<file path="src/sv/opes_pkg.sv">
// ----------------------------------------------------------------------------
// opes_pkg
// Shared constants and tables for the odometry step core.
// ----------------------------------------------------------------------------
package opes_pkg;

  localparam int FRAC_BITS_DEF = 16;
  localparam int CORDIC_STEPS = 16;
  localparam int ADDR_W = 4;

  localparam logic [ADDR_W-1:0] REG_TARGET_X = 4'h0;
  localparam logic [ADDR_W-1:0] REG_TARGET_Y = 4'h4;
  localparam logic [ADDR_W-1:0] REG_TARGET_ANGLE = 4'h8;

  localparam logic signed [31:0] CORDIC_K = 32'sd652032874;

  function automatic logic signed [23:0] atan_deg(input logic [3:0] i);
    logic signed [23:0] r;
    begin
      unique case (i)
        4'd0: r = 24'sd2949120;
        4'd1: r = 24'sd1740967;
        4'd2: r = 24'sd919879;
        4'd3: r = 24'sd466945;
        4'd4: r = 24'sd234379;
        4'd5: r = 24'sd117304;
        4'd6: r = 24'sd58666;
        4'd7: r = 24'sd29335;
        4'd8: r = 24'sd14668;
        4'd9: r = 24'sd7334;
        4'd10: r = 24'sd3667;
        4'd11: r = 24'sd1833;
        4'd12: r = 24'sd917;
        4'd13: r = 24'sd458;
        4'd14: r = 24'sd229;
        default: r = 24'sd115;
      endcase
      return r;
    end
  endfunction

endpackage

</file>
<file path="src/sv/opes_if.sv">
// ----------------------------------------------------------------------------
// opes_in_if / opes_out_if
// Valid/ready channels of the odometry step core.
// ----------------------------------------------------------------------------
interface opes_in_if;
  logic valid;
  logic ready;
  logic signed [23:0] delta_length;
  logic signed [24:0] delta_angle;
  modport source (output valid, output delta_length, output delta_angle, input ready);
  modport sink (input valid, input delta_length, input delta_angle, output ready);
endinterface

interface opes_out_if;
  logic valid;
  logic ready;
  logic signed [31:0] drive_distance;
  logic signed [26:0] drive_angle;
  logic signed [31:0] pose_x;
  logic signed [31:0] pose_y;
  logic signed [24:0] pose_heading;
  modport source (output valid, output drive_distance, output drive_angle,
                  output pose_x, output pose_y, output pose_heading, input ready);
  modport sink (input valid, input drive_distance, input drive_angle,
                input pose_x, input pose_y, input pose_heading, output ready);
endinterface

</file>
<file path="src/sv/opes_cordic.sv">
// ----------------------------------------------------------------------------
// opes_cordic
// Iterative CORDIC giving sine and cosine of a Q16 degree angle, one
// rotation per cycle.
// ----------------------------------------------------------------------------
module opes_cordic (
  input  logic clk,
  input  logic rst,
  input  logic start,
  input  logic signed [26:0] angle,
  output logic done,
  output logic signed [31:0] sin_out,
  output logic signed [31:0] cos_out
);
  import opes_pkg::*;

  logic signed [32:0] x, y;
  logic signed [26:0] z;
  logic neg;
  logic [4:0] cnt;
  logic run;
  logic signed [32:0] xs, ys;
  logic [3:0] idx;

  assign idx = cnt[3:0];
  assign xs = x >>> idx;
  assign ys = y >>> idx;

  always_ff @(posedge clk) begin
    if (rst) begin
      run <= 1'b0;
      done <= 1'b0;
      cnt <= '0;
    end else begin
      done <= 1'b0;
      if (start) begin
        run <= 1'b1;
        cnt <= '0;
        x <= 33'(CORDIC_K);
        y <= '0;
        if (angle > 27'sd5898240) begin
          z <= angle - 27'sd11796480;
          neg <= 1'b1;
        end else if (angle < -27'sd5898240) begin
          z <= angle + 27'sd11796480;
          neg <= 1'b1;
        end else begin
          z <= angle;
          neg <= 1'b0;
        end
      end else if (run) begin
        if (z >= 0) begin
          x <= x - ys;
          y <= y + xs;
          z <= z - 27'(atan_deg(idx));
        end else begin
          x <= x + ys;
          y <= y - xs;
          z <= z + 27'(atan_deg(idx));
        end
        cnt <= cnt + 5'd1;
        if (cnt == 5'(CORDIC_STEPS - 1)) begin
          run <= 1'b0;
          done <= 1'b1;
        end
      end
    end
  end

  assign sin_out = neg ? -y[31:0] : y[31:0];
  assign cos_out = neg ? -x[31:0] : x[31:0];
endmodule

</file>
<file path="src/sv/opes_mul.sv">
// ----------------------------------------------------------------------------
// opes_mul
// Shift-and-add multiplier, one bit of the 24-bit multiplier per cycle.
// ----------------------------------------------------------------------------
module opes_mul (
  input  logic clk,
  input  logic rst,
  input  logic start,
  input  logic signed [23:0] a,
  input  logic signed [31:0] b,
  output logic done,
  output logic signed [55:0] prod
);
  logic [23:0] mq;
  logic signed [55:0] acc;
  logic signed [55:0] bsh;
  logic [4:0] cnt;
  logic run;

  always_ff @(posedge clk) begin
    if (rst) begin
      run <= 1'b0;
      done <= 1'b0;
      cnt <= '0;
    end else begin
      done <= 1'b0;
      if (start) begin
        run <= 1'b1;
        cnt <= '0;
        mq <= a;
        acc <= '0;
        bsh <= 56'(b);
      end else if (run) begin
        if (mq[0]) begin
          if (cnt == 5'd23) acc <= acc - bsh;
          else acc <= acc + bsh;
        end
        mq <= mq >> 1;
        bsh <= bsh <<< 1;
        cnt <= cnt + 5'd1;
        if (cnt == 5'd23) begin
          run <= 1'b0;
          done <= 1'b1;
        end
      end
    end
  end

  assign prod = acc;
endmodule

</file>
<file path="src/sv/opes_sqrt.sv">
// ----------------------------------------------------------------------------
// opes_sqrt
// Digit-recurrence integer square root of a 64-bit radicand, one result
// bit per cycle.
// ----------------------------------------------------------------------------
module opes_sqrt (
  input  logic clk,
  input  logic rst,
  input  logic start,
  input  logic [63:0] radicand,
  output logic done,
  output logic [31:0] root
);
  logic [63:0] rem;
  logic [63:0] r;
  logic [63:0] bitv;
  logic [5:0] cnt;
  logic run;
  logic [63:0] trial;

  assign trial = r + bitv;

  always_ff @(posedge clk) begin
    if (rst) begin
      run <= 1'b0;
      done <= 1'b0;
      cnt <= '0;
    end else begin
      done <= 1'b0;
      if (start) begin
        run <= 1'b1;
        cnt <= '0;
        rem <= radicand;
        r <= '0;
        bitv <= 64'h4000_0000_0000_0000;
      end else if (run) begin
        if (rem >= trial) begin
          rem <= rem - trial;
          r <= (r >> 1) + bitv;
        end else begin
          r <= r >> 1;
        end
        bitv <= bitv >> 2;
        cnt <= cnt + 6'd1;
        if (cnt == 6'd31) begin
          run <= 1'b0;
          done <= 1'b1;
        end
      end
    end
  end

  assign root = r[31:0];
endmodule

</file>
<file path="src/sv/odometry_position_error_step_core.sv">
// ----------------------------------------------------------------------------
// odometry_position_error_step_core
// Dead-reckoning odometry step with a position-error drive command.
//
// One input transaction carries a distance and a heading increment; it
// yields one output transaction with the drive distance, drive angle and the
// updated pose. Targets are to be written over the APB port only while idle;
// the core itself does not enforce this. When the distance increment moves
// the position, one controller runs in sequence a CORDIC and two serial
// multiplies for the position update; in every case it then runs two serial
// squarings of the errors and a square root, and then loads the output.
// One item is in work at a time; the input is ready again in the cycle after
// the result is loaded, so no new item is taken before then. A new item
// may run while the previous result is still held by a stalled receiver,
// and then waits until that result is taken before loading its own.
// Reset clears the pose, the targets and all control state.
// ----------------------------------------------------------------------------
module odometry_position_error_step_core #(
  parameter int FRAC_BITS = opes_pkg::FRAC_BITS_DEF
) (
  input  logic clk,
  input  logic rst,
  opes_in_if.sink  in_ch,
  opes_out_if.source out_ch,
  input  logic psel,
  input  logic penable,
  input  logic pwrite,
  input  logic [opes_pkg::ADDR_W-1:0] paddr,
  input  logic [31:0] pwdata,
  output logic [31:0] prdata,
  output logic pready
);
  import opes_pkg::*;

  localparam longint ANG_THR = ((64'sd1 <<< FRAC_BITS) + 5) / 10;
  localparam longint LEN_THR = ((64'sd1 <<< FRAC_BITS) + 500) / 1000;
  localparam longint FULL = 64'sd360 <<< FRAC_BITS;
  localparam longint HALF = 64'sd180 <<< FRAC_BITS;

  typedef enum logic [7:0] {
    S_IDLE = 8'b00000001,
    S_SC   = 8'b00000010,
    S_MS   = 8'b00000100,
    S_MC   = 8'b00001000,
    S_EX   = 8'b00010000,
    S_EY   = 8'b00100000,
    S_SQ   = 8'b01000000,
    S_OUT  = 8'b10000000
  } state_t;

  state_t state;
  logic signed [31:0] target_x, target_y;
  logic signed [24:0] target_angle;
  logic signed [31:0] cur_x, cur_y;
  logic signed [24:0] cur_heading;
  logic signed [23:0] dl;
  logic signed [31:0] s_val, c_val;
  logic [63:0] sumsq;
  logic signed [32:0] exr, eyr;
  logic backward, big;

  assign pready = 1'b1;
  always_comb begin
    unique case (paddr)
      REG_TARGET_X: prdata = target_x;
      REG_TARGET_Y: prdata = target_y;
      REG_TARGET_ANGLE: prdata = 32'(target_angle);
      default: prdata = '0;
    endcase
  end

  always_ff @(posedge clk) begin
    if (rst) begin
      target_x <= '0;
      target_y <= '0;
      target_angle <= '0;
    end else if (psel && penable && pwrite) begin
      if (paddr == REG_TARGET_X) target_x <= pwdata;
      if (paddr == REG_TARGET_Y) target_y <= pwdata;
      if (paddr == REG_TARGET_ANGLE) target_angle <= pwdata[24:0];
    end
  end

  // Heading update, small enough to do at acceptance.
  logic signed [25:0] hsum;
  logic signed [25:0] hw;
  logic signed [25:0] da_ext;
  assign da_ext = 26'(in_ch.delta_angle);
  assign hsum = 26'(cur_heading) + da_ext;
  always_comb begin
    hw = hsum;
    if (hsum > 26'(HALF)) hw = hsum - 26'(FULL);
    else if (hsum < -26'(HALF)) hw = hsum + 26'(FULL);
  end
  logic h_upd, l_upd;
  assign h_upd = (da_ext > 26'(ANG_THR)) || (da_ext < -26'(ANG_THR));
  assign l_upd = (in_ch.delta_length > 24'(LEN_THR)) ||
                 (in_ch.delta_length < -24'(LEN_THR));

  logic cstart, cdone, mstart, mdone, qstart, qdone;
  logic signed [31:0] csin, ccos;
  logic signed [23:0] ma;
  logic signed [31:0] mb;
  logic signed [55:0] mprod;
  logic [31:0] root;
  logic signed [26:0] cang;

  generate
    if (FRAC_BITS >= 16) begin : g_shr
      assign cang = 27'(cur_heading >>> (FRAC_BITS - 16));
    end else begin : g_shl
      assign cang = 27'(cur_heading) <<< (16 - FRAC_BITS);
    end
  endgenerate

  opes_cordic u_cordic (.clk, .rst, .start(cstart), .angle(cang), .done(cdone),
                        .sin_out(csin), .cos_out(ccos));
  opes_mul u_mul (.clk, .rst, .start(mstart), .a(ma), .b(mb), .done(mdone),
                  .prod(mprod));
  opes_sqrt u_sqrt (.clk, .rst, .start(qstart), .radicand(sumsq), .done(qdone),
                    .root(root));

  logic out_valid;
  logic mbusy;
  logic signed [32:0] ex_raw, ey_raw, ex_db, ey_db, ax, ay;
  logic signed [32:0] ea_raw, ea_db;
  logic signed [56:0] rnd;
  logic signed [33:0] nx, ny;

  assign ex_raw = 33'(target_x) - 33'(cur_x);
  assign ey_raw = 33'(target_y) - 33'(cur_y);
  assign ea_raw = 33'(target_angle) - 33'(cur_heading);
  assign ex_db = ((ex_raw < 33'(LEN_THR)) && (ex_raw > -33'(LEN_THR))) ? '0 : ex_raw;
  assign ey_db = ((ey_raw < 33'(LEN_THR)) && (ey_raw > -33'(LEN_THR))) ? '0 : ey_raw;
  assign ea_db = ((ea_raw < 33'(ANG_THR)) && (ea_raw > -33'(ANG_THR))) ? '0 : ea_raw;
  assign ax = ex_db[32] ? -ex_db : ex_db;
  assign ay = ey_db[32] ? -ey_db : ey_db;
  assign rnd = (57'(mprod) + 57'sd536870912) >>> 30;
  assign nx = 34'(cur_x) - 34'(rnd);
  assign ny = 34'(cur_y) + 34'(rnd);

  function automatic logic signed [31:0] sat(input logic signed [33:0] v);
    if (v > 34'sd2147483647) return 32'sh7fffffff;
    if (v < -34'sd2147483648) return 32'sh80000000;
    return v[31:0];
  endfunction

  logic out_load;
  assign out_load = (state == S_OUT) && (!out_valid || (out_ch.valid && out_ch.ready));
  assign in_ch.ready = (state == S_IDLE);
  assign cstart = (state == S_SC) && !mbusy;
  assign mstart = ((state == S_MS) || (state == S_MC) || (state == S_EX) ||
                   (state == S_EY)) && !mbusy;
  assign qstart = (state == S_SQ) && !mbusy;
  always_comb begin
    unique case (state)
      S_MS: begin ma = dl; mb = s_val; end
      S_MC: begin ma = dl; mb = c_val; end
      S_EX: begin ma = 24'(exr); mb = '0; end
      default: begin ma = 24'(eyr); mb = '0; end
    endcase
  end

  // Squares of the errors are formed by a shift-and-add loop in the core, one error after the other.
  logic [31:0] sq_a;
  logic [5:0] sq_cnt;
  logic [63:0] sq_acc, sq_b;

  always_ff @(posedge clk) begin
    if (rst) begin
      state <= S_IDLE;
      cur_x <= '0;
      cur_y <= '0;
      cur_heading <= '0;
      out_valid <= 1'b0;
      mbusy <= 1'b0;
      sq_cnt <= '0;
    end else begin
      if (out_load) out_valid <= 1'b1;
      else if (out_ch.valid && out_ch.ready) out_valid <= 1'b0;
      unique case (state)
        S_IDLE: begin
          if (in_ch.valid && in_ch.ready) begin
            if (h_upd) cur_heading <= hw[24:0];
            dl <= in_ch.delta_length;
            state <= l_upd ? S_SC : S_EX;
            mbusy <= 1'b0;
          end
        end
        S_SC: begin
          if (!mbusy) mbusy <= 1'b1;
          else if (cdone) begin
            s_val <= csin; c_val <= ccos; mbusy <= 1'b0; state <= S_MS;
          end
        end
        S_MS: begin
          if (!mbusy) mbusy <= 1'b1;
          else if (mdone) begin
            cur_x <= sat(nx); mbusy <= 1'b0; state <= S_MC;
          end
        end
        S_MC: begin
          if (!mbusy) mbusy <= 1'b1;
          else if (mdone) begin
            cur_y <= sat(ny); mbusy <= 1'b0; state <= S_EX;
          end
        end
        S_EX: begin
          if (!mbusy) begin
            mbusy <= 1'b1;
            exr <= ax; eyr <= ay;
            backward <= ey_raw > 0;
            big <= ax[31] || ay[31] || ax[32] || ay[32];
            sq_acc <= '0;
            sq_a <= ax[31:0];
            sq_b <= 64'(ax[31:0]);
            sq_cnt <= '0;
          end else begin
            if (sq_a[0]) sq_acc <= sq_acc + sq_b;
            sq_a <= sq_a >> 1;
            sq_b <= sq_b << 1;
            sq_cnt <= sq_cnt + 6'd1;
            if (sq_cnt == 6'd31) begin
              mbusy <= 1'b0; state <= S_EY;
            end
          end
        end
        S_EY: begin
          if (!mbusy) begin
            mbusy <= 1'b1;
            sq_a <= eyr[31:0];
            sq_b <= 64'(eyr[31:0]);
            sq_cnt <= '0;
          end else begin
            if (sq_a[0]) sq_acc <= sq_acc + sq_b;
            sq_a <= sq_a >> 1;
            sq_b <= sq_b << 1;
            sq_cnt <= sq_cnt + 6'd1;
            if (sq_cnt == 6'd31) begin
              sumsq <= (sq_a[0] ? sq_acc + sq_b : sq_acc);
              mbusy <= 1'b0; state <= S_SQ;
            end
          end
        end
        S_SQ: begin
          if (!mbusy) mbusy <= 1'b1;
          else if (qdone) begin
            mbusy <= 1'b0;
            state <= S_OUT;
          end
        end
        S_OUT: begin
          if (out_load) state <= S_IDLE;
        end
        default: state <= S_IDLE;
      endcase
    end
  end

  logic signed [32:0] dmag;
  logic signed [31:0] dist_reg;
  logic signed [26:0] ang_reg;
  logic signed [31:0] px, py;
  logic signed [24:0] ph;
  assign dmag = big ? 33'sh080000000 : 33'(root);

  always_ff @(posedge clk) begin
    if (out_load) begin
      dist_reg <= sat(backward ? -34'(dmag) : 34'(dmag));
      ang_reg <= 27'(cur_heading) + 27'(ea_db);
      px <= cur_x; py <= cur_y; ph <= cur_heading;
    end
  end

  assign out_ch.valid = out_valid;
  assign out_ch.drive_distance = dist_reg;
  assign out_ch.drive_angle = ang_reg;
  assign out_ch.pose_x = px;
  assign out_ch.pose_y = py;
  assign out_ch.pose_heading = ph;

`ifndef SYNTHESIS
  a_ready_idle: assert property (@(posedge clk) disable iff (rst)
    in_ch.ready |-> state == S_IDLE) else $error("ready outside idle");
  a_hold: assert property (@(posedge clk) disable iff (rst)
    out_ch.valid && !out_ch.ready |=> out_ch.valid) else $error("result dropped");
  a_no_accept_busy: assert property (@(posedge clk) disable iff (rst)
    state != S_IDLE |-> !in_ch.ready) else $error("accept while busy");
`endif
endmodule

</file>
<file path="src/flat_wrapper.sv">
// flat-port wrapper written by rule: the top's interface ports become plain ports
module odometry_position_error_step_core_flat import opes_pkg::*;
#(
  parameter int FRAC_BITS = opes_pkg::FRAC_BITS_DEF
)
  (clk, rst, psel, penable, pwrite, paddr, pwdata, prdata, pready, in_ch_valid, in_ch_delta_length, in_ch_delta_angle, in_ch_ready, out_ch_valid, out_ch_drive_distance, out_ch_drive_angle, out_ch_pose_x, out_ch_pose_y, out_ch_pose_heading, out_ch_ready);
  opes_in_if in_ch_i ();
  opes_out_if out_ch_i ();
  input  logic clk;
  input  logic rst;
  input  logic psel;
  input  logic penable;
  input  logic pwrite;
  input  logic [opes_pkg::ADDR_W-1:0] paddr;
  input  logic [31:0] pwdata;
  output logic [31:0] prdata;
  output logic pready;
  input wire logic [$bits(in_ch_i.valid)-1:0] in_ch_valid;
  input wire logic [$bits(in_ch_i.delta_length)-1:0] in_ch_delta_length;
  input wire logic [$bits(in_ch_i.delta_angle)-1:0] in_ch_delta_angle;
  output wire logic [$bits(in_ch_i.ready)-1:0] in_ch_ready;
  output wire logic [$bits(out_ch_i.valid)-1:0] out_ch_valid;
  output wire logic [$bits(out_ch_i.drive_distance)-1:0] out_ch_drive_distance;
  output wire logic [$bits(out_ch_i.drive_angle)-1:0] out_ch_drive_angle;
  output wire logic [$bits(out_ch_i.pose_x)-1:0] out_ch_pose_x;
  output wire logic [$bits(out_ch_i.pose_y)-1:0] out_ch_pose_y;
  output wire logic [$bits(out_ch_i.pose_heading)-1:0] out_ch_pose_heading;
  input wire logic [$bits(out_ch_i.ready)-1:0] out_ch_ready;
  assign in_ch_i.valid = in_ch_valid;
  assign in_ch_i.delta_length = in_ch_delta_length;
  assign in_ch_i.delta_angle = in_ch_delta_angle;
  assign in_ch_ready = in_ch_i.ready;
  assign out_ch_valid = out_ch_i.valid;
  assign out_ch_drive_distance = out_ch_i.drive_distance;
  assign out_ch_drive_angle = out_ch_i.drive_angle;
  assign out_ch_pose_x = out_ch_i.pose_x;
  assign out_ch_pose_y = out_ch_i.pose_y;
  assign out_ch_pose_heading = out_ch_i.pose_heading;
  assign out_ch_i.ready = out_ch_ready;
  odometry_position_error_step_core #(.FRAC_BITS(FRAC_BITS)) u_core (.clk(clk), .rst(rst), .in_ch(in_ch_i), .out_ch(out_ch_i), .psel(psel), .penable(penable), .pwrite(pwrite), .paddr(paddr), .pwdata(pwdata), .prdata(prdata), .pready(pready));
endmodule
</file>
<file path="config.mk">
export PLATFORM = sky130hd
export DESIGN_NAME = odometry_position_error_step_core_flat
export DESIGN_NICKNAME = d
export VERILOG_FILES = /design/src/sv/opes_pkg.sv /design/src/sv/opes_if.sv /design/src/sv/opes_cordic.sv /design/src/sv/opes_mul.sv /design/src/sv/opes_sqrt.sv /design/src/sv/odometry_position_error_step_core.sv /design/src/flat_wrapper.sv
export SDC_FILE = /design/constraint.sdc
export NUM_CORES = 2
export LEC_CHECK = 0
export BUFFER_PORTS_ARGS = -buffer_cell sky130_fd_sc_hd__buf_2
export CORE_MARGIN = 2
export CORE_UTILIZATION = 40
export CTS_CLUSTER_DIAMETER = 150
export DETAILED_ROUTE_END_ITERATION = 8
export PLACE_DENSITY = 0.65
export SYNTH_ARGS = -nofsm -noshare
export SYNTH_HDL_FRONTEND = slang
export SYNTH_SLANG_ARGS = --single-unit
</file>
<file path="constraint.sdc">
create_clock -name clk -period 9.2 [get_ports clk]
set_input_delay 0.46 -clock clk [delete_from_list [all_inputs] [get_ports clk]]
set_output_delay 0.46 -clock clk [all_outputs]
set_load 0.05 [all_outputs]
</file>
### Yosys cells after proc, flatten, opt, wreduce, memory -nomap -nowiden

Memory sizes are Yosys's and may differ from the RTL's. A register that Yosys moved wholly into a read port is not among the register bits.
Index checks and enable logic that the tools add are counted.
Widths: inputs -> output; s select.

| operators by class | value |
|---|---|
| add/subtract/negate cells | 33 |
| $lt $le $gt $ge | 23 |
| equality and inequality tests | 28 |
| shift-type cells | 2 |
| multiplexer cells | 139 |
| bitwise logic cells | 5 |
| reduce and logical (&&, ||, !) cells | 59 |

Operator list:

| cell | count |
|---|---|
| $mux 64 | 10 |
| $mux 32 | 17 |
| $mux 56 | 5 |
| $mux 33 | 8 |
| $pmux 64 s2 | 2 |
| $mux 24 | 10 |
| $mux 27 | 6 |
| $pmux 32 s2 | 2 |
| $mux 8 | 14 |
| $gt 34x32->1 const B | 3 |
| $lt 34x32->1 const B | 3 |
| $pmux 32 s3 | 1 |
| $add 33x33->33 | 2 |
| $gt 33x8->1 const B | 2 |
| $lt 33x8->1 const B | 2 |
| $neg 33->33 | 2 |
| $sshr 33x4->33 | 2 |
| $sub 32x32->33 | 2 |
| $sub 33x33->33 | 2 |
| $add 63x63->64 | 1 |
| $add 64x63->64 | 1 |
| $add 64x64->64 | 1 |
| $ge 64x64->1 | 1 |
| $neg 32->32 | 2 |
| other kinds (68) | 188 |

| word-level totals | value |
|---|---|
| flip-flop bits (word level) | 1124 |
| ROM bits | 704 |
| input bits | 92 |
| output and inout port bits | 183 |
| logic and storage cells | 336 |
| memories | 2 |

Memories:

| name | words | width | rd ports | clocked after memory_dff | write ports | RTL line | source |
|---|---|---|---|---|---|---|---|
| (name not given) | 16 | 22 | 1 | 1 | 0 | opes_pkg.sv:20 | `unique case (i)` |
| (name not given) | 16 | 22 | 1 | 1 | 0 | opes_pkg.sv:20 |  |

### Depth between registers and ports, before layout

| logic depth | value |
|---|---|
| depth in word-level cells | 15 |
| depth in mapped cells | 31 |
| depth with buffers taken out | 30 |

### Modules after synthesis

Synthesis repeated with hierarchy kept, for this count alone.

| unflattened totals | value |
|---|---|
| cells, all modules | 9791 |
| area, all modules | 88952.8 um^2 |

By module, submodules not included:

| module | times used | cells an instance | area each (um^2) | seq. area each (um^2) |
|---|---|---|---|---|
| odometry_position_error_step_core | 1 | 5045 | 46694.8 | 19438.6 |
| opes_cordic | 1 | 1960 | 16826.1 | 3403.3 |
| opes_sqrt | 1 | 1785 | 15494.9 | 4964.8 |
| opes_mul | 1 | 1001 | 9937.0 | 4224.1 |

### Worst setup path before layout

Ideal clock, no wire load.

| timing | value |
|---|---|
| path kind | register to register |
| start point | register u_core.u_sqrt.r[2] |
| end point | register u_core.u_sqrt.rem[0] (enable) |
| setup time | 0.507 ns |
| arrival | 8.464 ns |
| data required time | 8.693 ns |
| slack | 0.229 ns |
| stages on the path, launching flop included | 27 |
| path buffers | 2 |
| period minus slack after synthesis | 8.971 ns |
| path through | edfxtp_1 > ha_1 > a31oi_1 > o21bai_1 > a31oi_1 > o21ai_0 > a21oi_1 > o21ai_0 > a31oi_1 > o21bai_1 > a31oi_1 > xor2_1 > ha_1 > nand4_1 > nor2_1 > nand2_1 > nor3_1 > a32o_1 > a311o_1 > a41o_1 > a221o_1 > a211oi_2 > o21a_1 > o21a_2 > buf_4 > buf_6 > a21oi_1 |

| on the way | value |
|---|---|
| word-level cells in the longest chain between the ends | 4 |

RTL lines:

| what | RTL line | source |
|---|---|---|
| start, declared | opes_sqrt.sv:15 | `logic [63:0] r;` |
| start signal, assigned | opes_sqrt.sv:39 | `r <= (r >> 1) + bitv;` |
| start signal, assigned | opes_sqrt.sv:41 | `r <= r >> 1;` |
| $add 64x63->64 | opes_sqrt.sv:21 | `assign trial = r + bitv;` |
| $ge 64x64->1 | opes_sqrt.sv:37 | `if (rem >= trial) begin` |
| $reduce_bool 2->1 (no source line) | n/a |  |
| $reduce_and 3->1 (no source line) | n/a |  |
| end signal, assigned | opes_sqrt.sv:33 | `rem <= radicand;` |
| end signal, assigned | opes_sqrt.sv:38 | `rem <= rem - trial;` |
| end, declared | opes_sqrt.sv:14 | `logic [63:0] rem;` |

Every way passes these cells.
A chain may end at the register's enable or synchronous reset.

### Final worst setup path

| timing | value |
|---|---|
| start point | register u_core.u_sqrt.r[2] |
| end point | register u_core.u_sqrt.r[17], data pin |

| on the way | value |
|---|---|
| word-level cells in the longest chain between the ends | 4 |
| elaborated cells between the ends (all ways) | 5 |
| classes of those cells | add/sub (2); order compare (1); mux (2) |

RTL lines:

| what | RTL line | source |
|---|---|---|
| $add 64x63->64 | opes_sqrt.sv:21 |  |
| $ge 64x64->1 | opes_sqrt.sv:37 |  |
| $mux 64 (*) | opes_sqrt.sv:37 |  |
| $mux 64 (*) | opes_sqrt.sv:36 | `end else if (run) begin` |

Every way passes the cells marked *; elsewhere a longest branch is shown, timed or not. The select of a mux whose other input is x is not followed.

==> reports/summary.log <==
INFO  floorplanning  standard_cell_core_area=209000µm²
INFO  synthesis      seq_area_frac_synth=0.382
INFO  timing         max_slew.worst_pin.slew=1.11ns
INFO  timing         finalSetupTns=0ns
INFO  drt            route.final.wire_length=251000µm
INFO  placement      place.gp.congestion=0.946
INFO  synthesis      netlist_instances=9190
INFO  placement      dpl-instance-area=87900µm²
INFO  clock_network  clock-root-buffer=sky130_fd_sc_hd__clkbuf_16
INFO  global_routing vias_in_the_first_global_route=67200
INFO  worst_hold_path min_delay_path_depth=1
INFO  drt            post_dr_wirelength_cell=20.5µm
INFO  layout         fin_nets=10000
INFO  timing         fmax=0.130GHz
INFO  global_routing gr-usage-all-layers=0.229
INFO  clock_network  cts-buffers-inserted=137
INFO  global_routing grt_max_degree=149
INFO  worst_hold_path hold_path_class=primary input to register
INFO  worst_setup_path r2r_slack=1.52ns
INFO  synthesis      mappedNetlistArea=83800µm²
INFO  floorplanning  die-height=462µm
INFO  worst_setup_path path_class=register to register
INFO  floorplanning  die_x=462µm
INFO  layout         post-route-cell-area=93200µm²
INFO  clock_network  cts_sinks=1146
INFO  drt            route.vias.total=71100
INFO  global_routing grt_pass1_wl=388000µm
INFO  synthesis      postSynthAreaPerCell=9.12µm²
INFO  clock_network  clk_path_buf_depth=3
INFO  timing         timing.final.crit_period=7.68ns
INFO  drt            drc_violation_count_after_routing=0
INFO  worst_setup_path worst-path-max-fanout=36
INFO  synthesis      ys_types=126
INFO  floorplanning  die_area=213000µm²
INFO  worst_setup_path rr_startpoint=u_core.u_sqrt.r[2]
INFO  clock_network  cts-htree-levels=4
INFO  drt            first_pass_iters=5
INFO  synthesis      synth_async_sr_flop_share=0
INFO  synthesis      synthFlopType=sky130_fd_sc_hd__edfxtp_1
INFO  timing         timing_hold_violations_final=0
INFO  drt            avgViaCountPerCell=5.79
INFO  floorplanning  initial_core_utilization=0.401
INFO  job            drv.max_cap_violation_count=0
INFO  global_routing grt_overflow=0
INFO  placement      buffer_ports.inserted=273
INFO  floorplanning  num_rows=168
INFO  clock_network  cts_tree=built
INFO  clock_network  clk_pin_slew_worst_paths=0.06ns
INFO  layout         layout-area-overhead-vs-synth=11.2%
INFO  drt            ant_nets=0
INFO  clock_network  insertion_delay=0.79ns
INFO  synthesis      number_of_nets_in_the_synthesized_netlist=9862
INFO  power          max_rail_drop_vdd=0.000254V
INFO  timing         finalClockSkew=0.0270ns
INFO  worst_hold_path hp-start=in_ch_delta_length[1]
INFO  power          power_density=213nW/µm²
INFO  worst_setup_path cp-end-kind=register
INFO  synthesis      synth-warning-count=0
INFO  placement      place.detailed.hpwl=190000µm
INFO  status         status=finished clean
INFO  timing         setup-violations-final=0
INFO  timing         final_slew_viol_count=0
INFO  worst_setup_path logic_depth_of_the_worst_register_to_register_path=26
INFO  floorplanning  ios=275
INFO  global_routing grt_antenna_before_repair=11
INFO  worst_setup_path crit_required=9.71ns
INFO  layout         drive_above_1_share=0.0914
INFO  timing         unrepaired_setup_endpoints_after_global_routing=false
INFO  power          leakagePower=0.0365µW
INFO  worst_hold_path holdPathEnd=u_core.dl[1]
INFO  timing         slew-limit-headroom=0.253
INFO  synthesis      synth-seq-cells=1146
INFO  worst_setup_path timing.critical_path.arrival=8.18ns
INFO  worst_setup_path timing.rr.end=u_core.u_sqrt.r[17]
INFO  drt            detailedRoute.firstIterationViolations=5464
INFO  worst_setup_path crit_path_start_kind=register
INFO  synthesis      synth_edf_count=908
INFO  clock_network  post-cts-setup-buffers=0
INFO  timing         fin_crit_sh=0.834
[placed cells by master, fill, tap and decap left out, types with 87 or more instances in the layout]
cell type / n
sky130_fd_sc_hd__nand2_1: 992
sky130_fd_sc_hd__a31oi_1: 139
sky130_fd_sc_hd__mux2_2: 87
sky130_fd_sc_hd__a21o_1: 258
sky130_fd_sc_hd__and2_1: 202
sky130_fd_sc_hd__ha_1: 567
sky130_fd_sc_hd__dfxtp_1: 233
sky130_fd_sc_hd__nor2_1: 802
sky130_fd_sc_hd__a21oi_1: 754
sky130_fd_sc_hd__o21ai_0: 610
sky130_fd_sc_hd__xor2_1: 305
sky130_fd_sc_hd__buf_2: 272
sky130_fd_sc_hd__clkbuf_16: 152
sky130_fd_sc_hd__nand4_1: 100
sky130_fd_sc_hd__mux2i_1: 90
sky130_fd_sc_hd__nor3_1: 174
sky130_fd_sc_hd__nand2b_1: 131
sky130_fd_sc_hd__xnor2_1: 416
sky130_fd_sc_hd__edfxtp_1: 908
sky130_fd_sc_hd__nor2b_1: 103
sky130_fd_sc_hd__nand3_1: 150
sky130_fd_sc_hd__inv_1: 362
sky130_fd_sc_hd__buf_4: 89
sky130_fd_sc_hd__o21a_1: 113
[registers in the layout (all words and copies together) (netlist names), 33 cells and up, named ones only]
signal and flops:
u_core.u_mul.prod 56, u_core.sq_b 64, u_core.u_cordic.y 33, u_core.sumsq 64, u_core.u_sqrt.r 64, u_core.u_cordic.x 33, u_core.u_sqrt.rem 64, u_core.u_mul.bsh 56
u_core.sq_acc 64
[synth_stat cells (all sizes together), types with 78 or more instances]
master / instances / area (µm²)
a211oi: 90 / 713
a21o: 258 / 1940
a21oi: 762 / 3850
a31oi: 140 / 882
and2: 204 / 1280
clkbuf: 321 / 1220
dfxtp: 238 / 4760
edfxtp: 908 / 27300
ha: 567 / 7090
inv: 366 / 1370
mux2: 88 / 991
mux2i: 92 / 937
nand2: 993 / 3730
nand2b: 133 / 840
nand3: 151 / 761
nand4: 100 / 626
nor2: 813 / 3050
nor2b: 104 / 651
nor3: 175 / 881
o21a: 115 / 866
o21ai: 633 / 3180
or3: 78 / 488
xnor2: 416 / 3640
xor2: 307 / 2700
[power breakdown]
group | switching (µW) | total (µW) | internal, µW | leakage [µW]
clock network | 2320 | 5740 | 3420 | 0.00232
logic | 4480 | 7500 | 3020 | 0.0239
registers | 345 | 6580 | 6230 | 0.0103
[final cells by class]
| class | instances | area, µm² |
|---|---|---|
| tap | 2805 | 3510 |
| clock inverter | 80 | 826 |
| inverter | 367 | 1380 |
| timing repair buffer | 420 | 2630 |
| clock buffer | 170 | 3900 |
| fill | 19900 | 116000 |
| antenna | 5 | 12.5 |
| sequential | 1146 | 32000 |
| multi-input combinational | 7282 | 48900 |
[critical path, stage by stage, from the launching register on]
cell and delay [ns]:
sky130_fd_sc_hd__edfxtp_1 0.53, sky130_fd_sc_hd__ha_1 0.38, sky130_fd_sc_hd__a31oi_1 0.26, sky130_fd_sc_hd__o21bai_1 0.13
sky130_fd_sc_hd__a31oi_1 0.32, sky130_fd_sc_hd__o21ai_0 0.26, sky130_fd_sc_hd__a21oi_1 0.40, sky130_fd_sc_hd__o21ai_0 0.23
sky130_fd_sc_hd__a21oi_1 0.31, sky130_fd_sc_hd__a21oi_1 0.22, sky130_fd_sc_hd__a211oi_1 0.47, sky130_fd_sc_hd__o21ai_0 0.24
sky130_fd_sc_hd__a31oi_1 0.36, sky130_fd_sc_hd__nor2_1 0.09, sky130_fd_sc_hd__nor2_1 0.13, sky130_fd_sc_hd__xor2_1 0.08
sky130_fd_sc_hd__ha_1 0.41, sky130_fd_sc_hd__nand2_1 0.16, sky130_fd_sc_hd__nor4_1 0.40, sky130_fd_sc_hd__nand3_1 0.13
sky130_fd_sc_hd__o21a_1 0.18, sky130_fd_sc_hd__o21a_1 0.15, sky130_fd_sc_hd__o21ai_4 0.74, sky130_fd_sc_hd__buf_4 0.42
sky130_fd_sc_hd__o21ai_0 0.18, sky130_fd_sc_hd__xor2_1 0.16, sky130_fd_sc_hd__nor2_1 0.05
[logic make-up after synthesis]
logic type      count (synthesis)  synth area share
compound gates               2626             0.200
xor+xnor                      724            0.0759
fa+ha+maj                     614            0.0918
buf+inv                       762            0.0360
flops                        1146             0.382
mux                           236            0.0386
other cells                     1         0.0000448
simple gates                 3081             0.176
[routing by layer]
metal | vias to the layer above | GRT usage | wire, µm
li1 | 34100 | - | -
met1 | 34300 | 0.301 | 109000
met2 | 2258 | 0.375 | 116000
met3 | 447 | 0.0386 | 15500
met4 | 8 | 0.0903 | 10700
met5 | - | 0 | 56
[how the worst max path moves through the flow]
| stage | startpoint | end | slack [ns] | depth (start not counted) |
|---|---|---|---|---|
| after detailed placement | u_core.u_sqrt.r[2] | u_core.u_sqrt.r[17] | 1.56 | 26 |
| after floorplan | u_core.u_sqrt.r[2] | u_core.u_sqrt.rem[0] | 0.23 | 26 |
| after global placement | u_core.u_sqrt.r[2] | u_core.u_sqrt.r[17] | 1.73 | 27 |
| final | u_core.u_sqrt.r[2] | u_core.u_sqrt.r[17] | 1.52 | 26 |
| after global routing | u_core.u_sqrt.r[2] | u_core.u_sqrt.r[17] | 0.84 | 26 |
| after CTS | u_core.u_sqrt.r[2] | u_core.u_sqrt.r[17] | 1.56 | 26 |
[timing repair]
item	in CTS	in global routing
hold buffers	56	0
hold endpoints to repair	125	0
resized for setup	0	0
[through the flow]
stage,cells,worst slack [ns],util,hold slack [ns],power (µW)
4_1_cts,12300,1.56,0.446,0.0603,19900
3_5_place_dp,12000,1.56,0.421,0.454,14000
6_report,12300,1.52,0.446,0.129,19800
3_3_place_gp,12000,1.73,0.421,0.443,13900
2_1_floorplan,9190,0.229,-,0.437,12200
5_1_grt,12300,0.838,0.446,0.0736,21000
(Power assumes the default switching activity.)
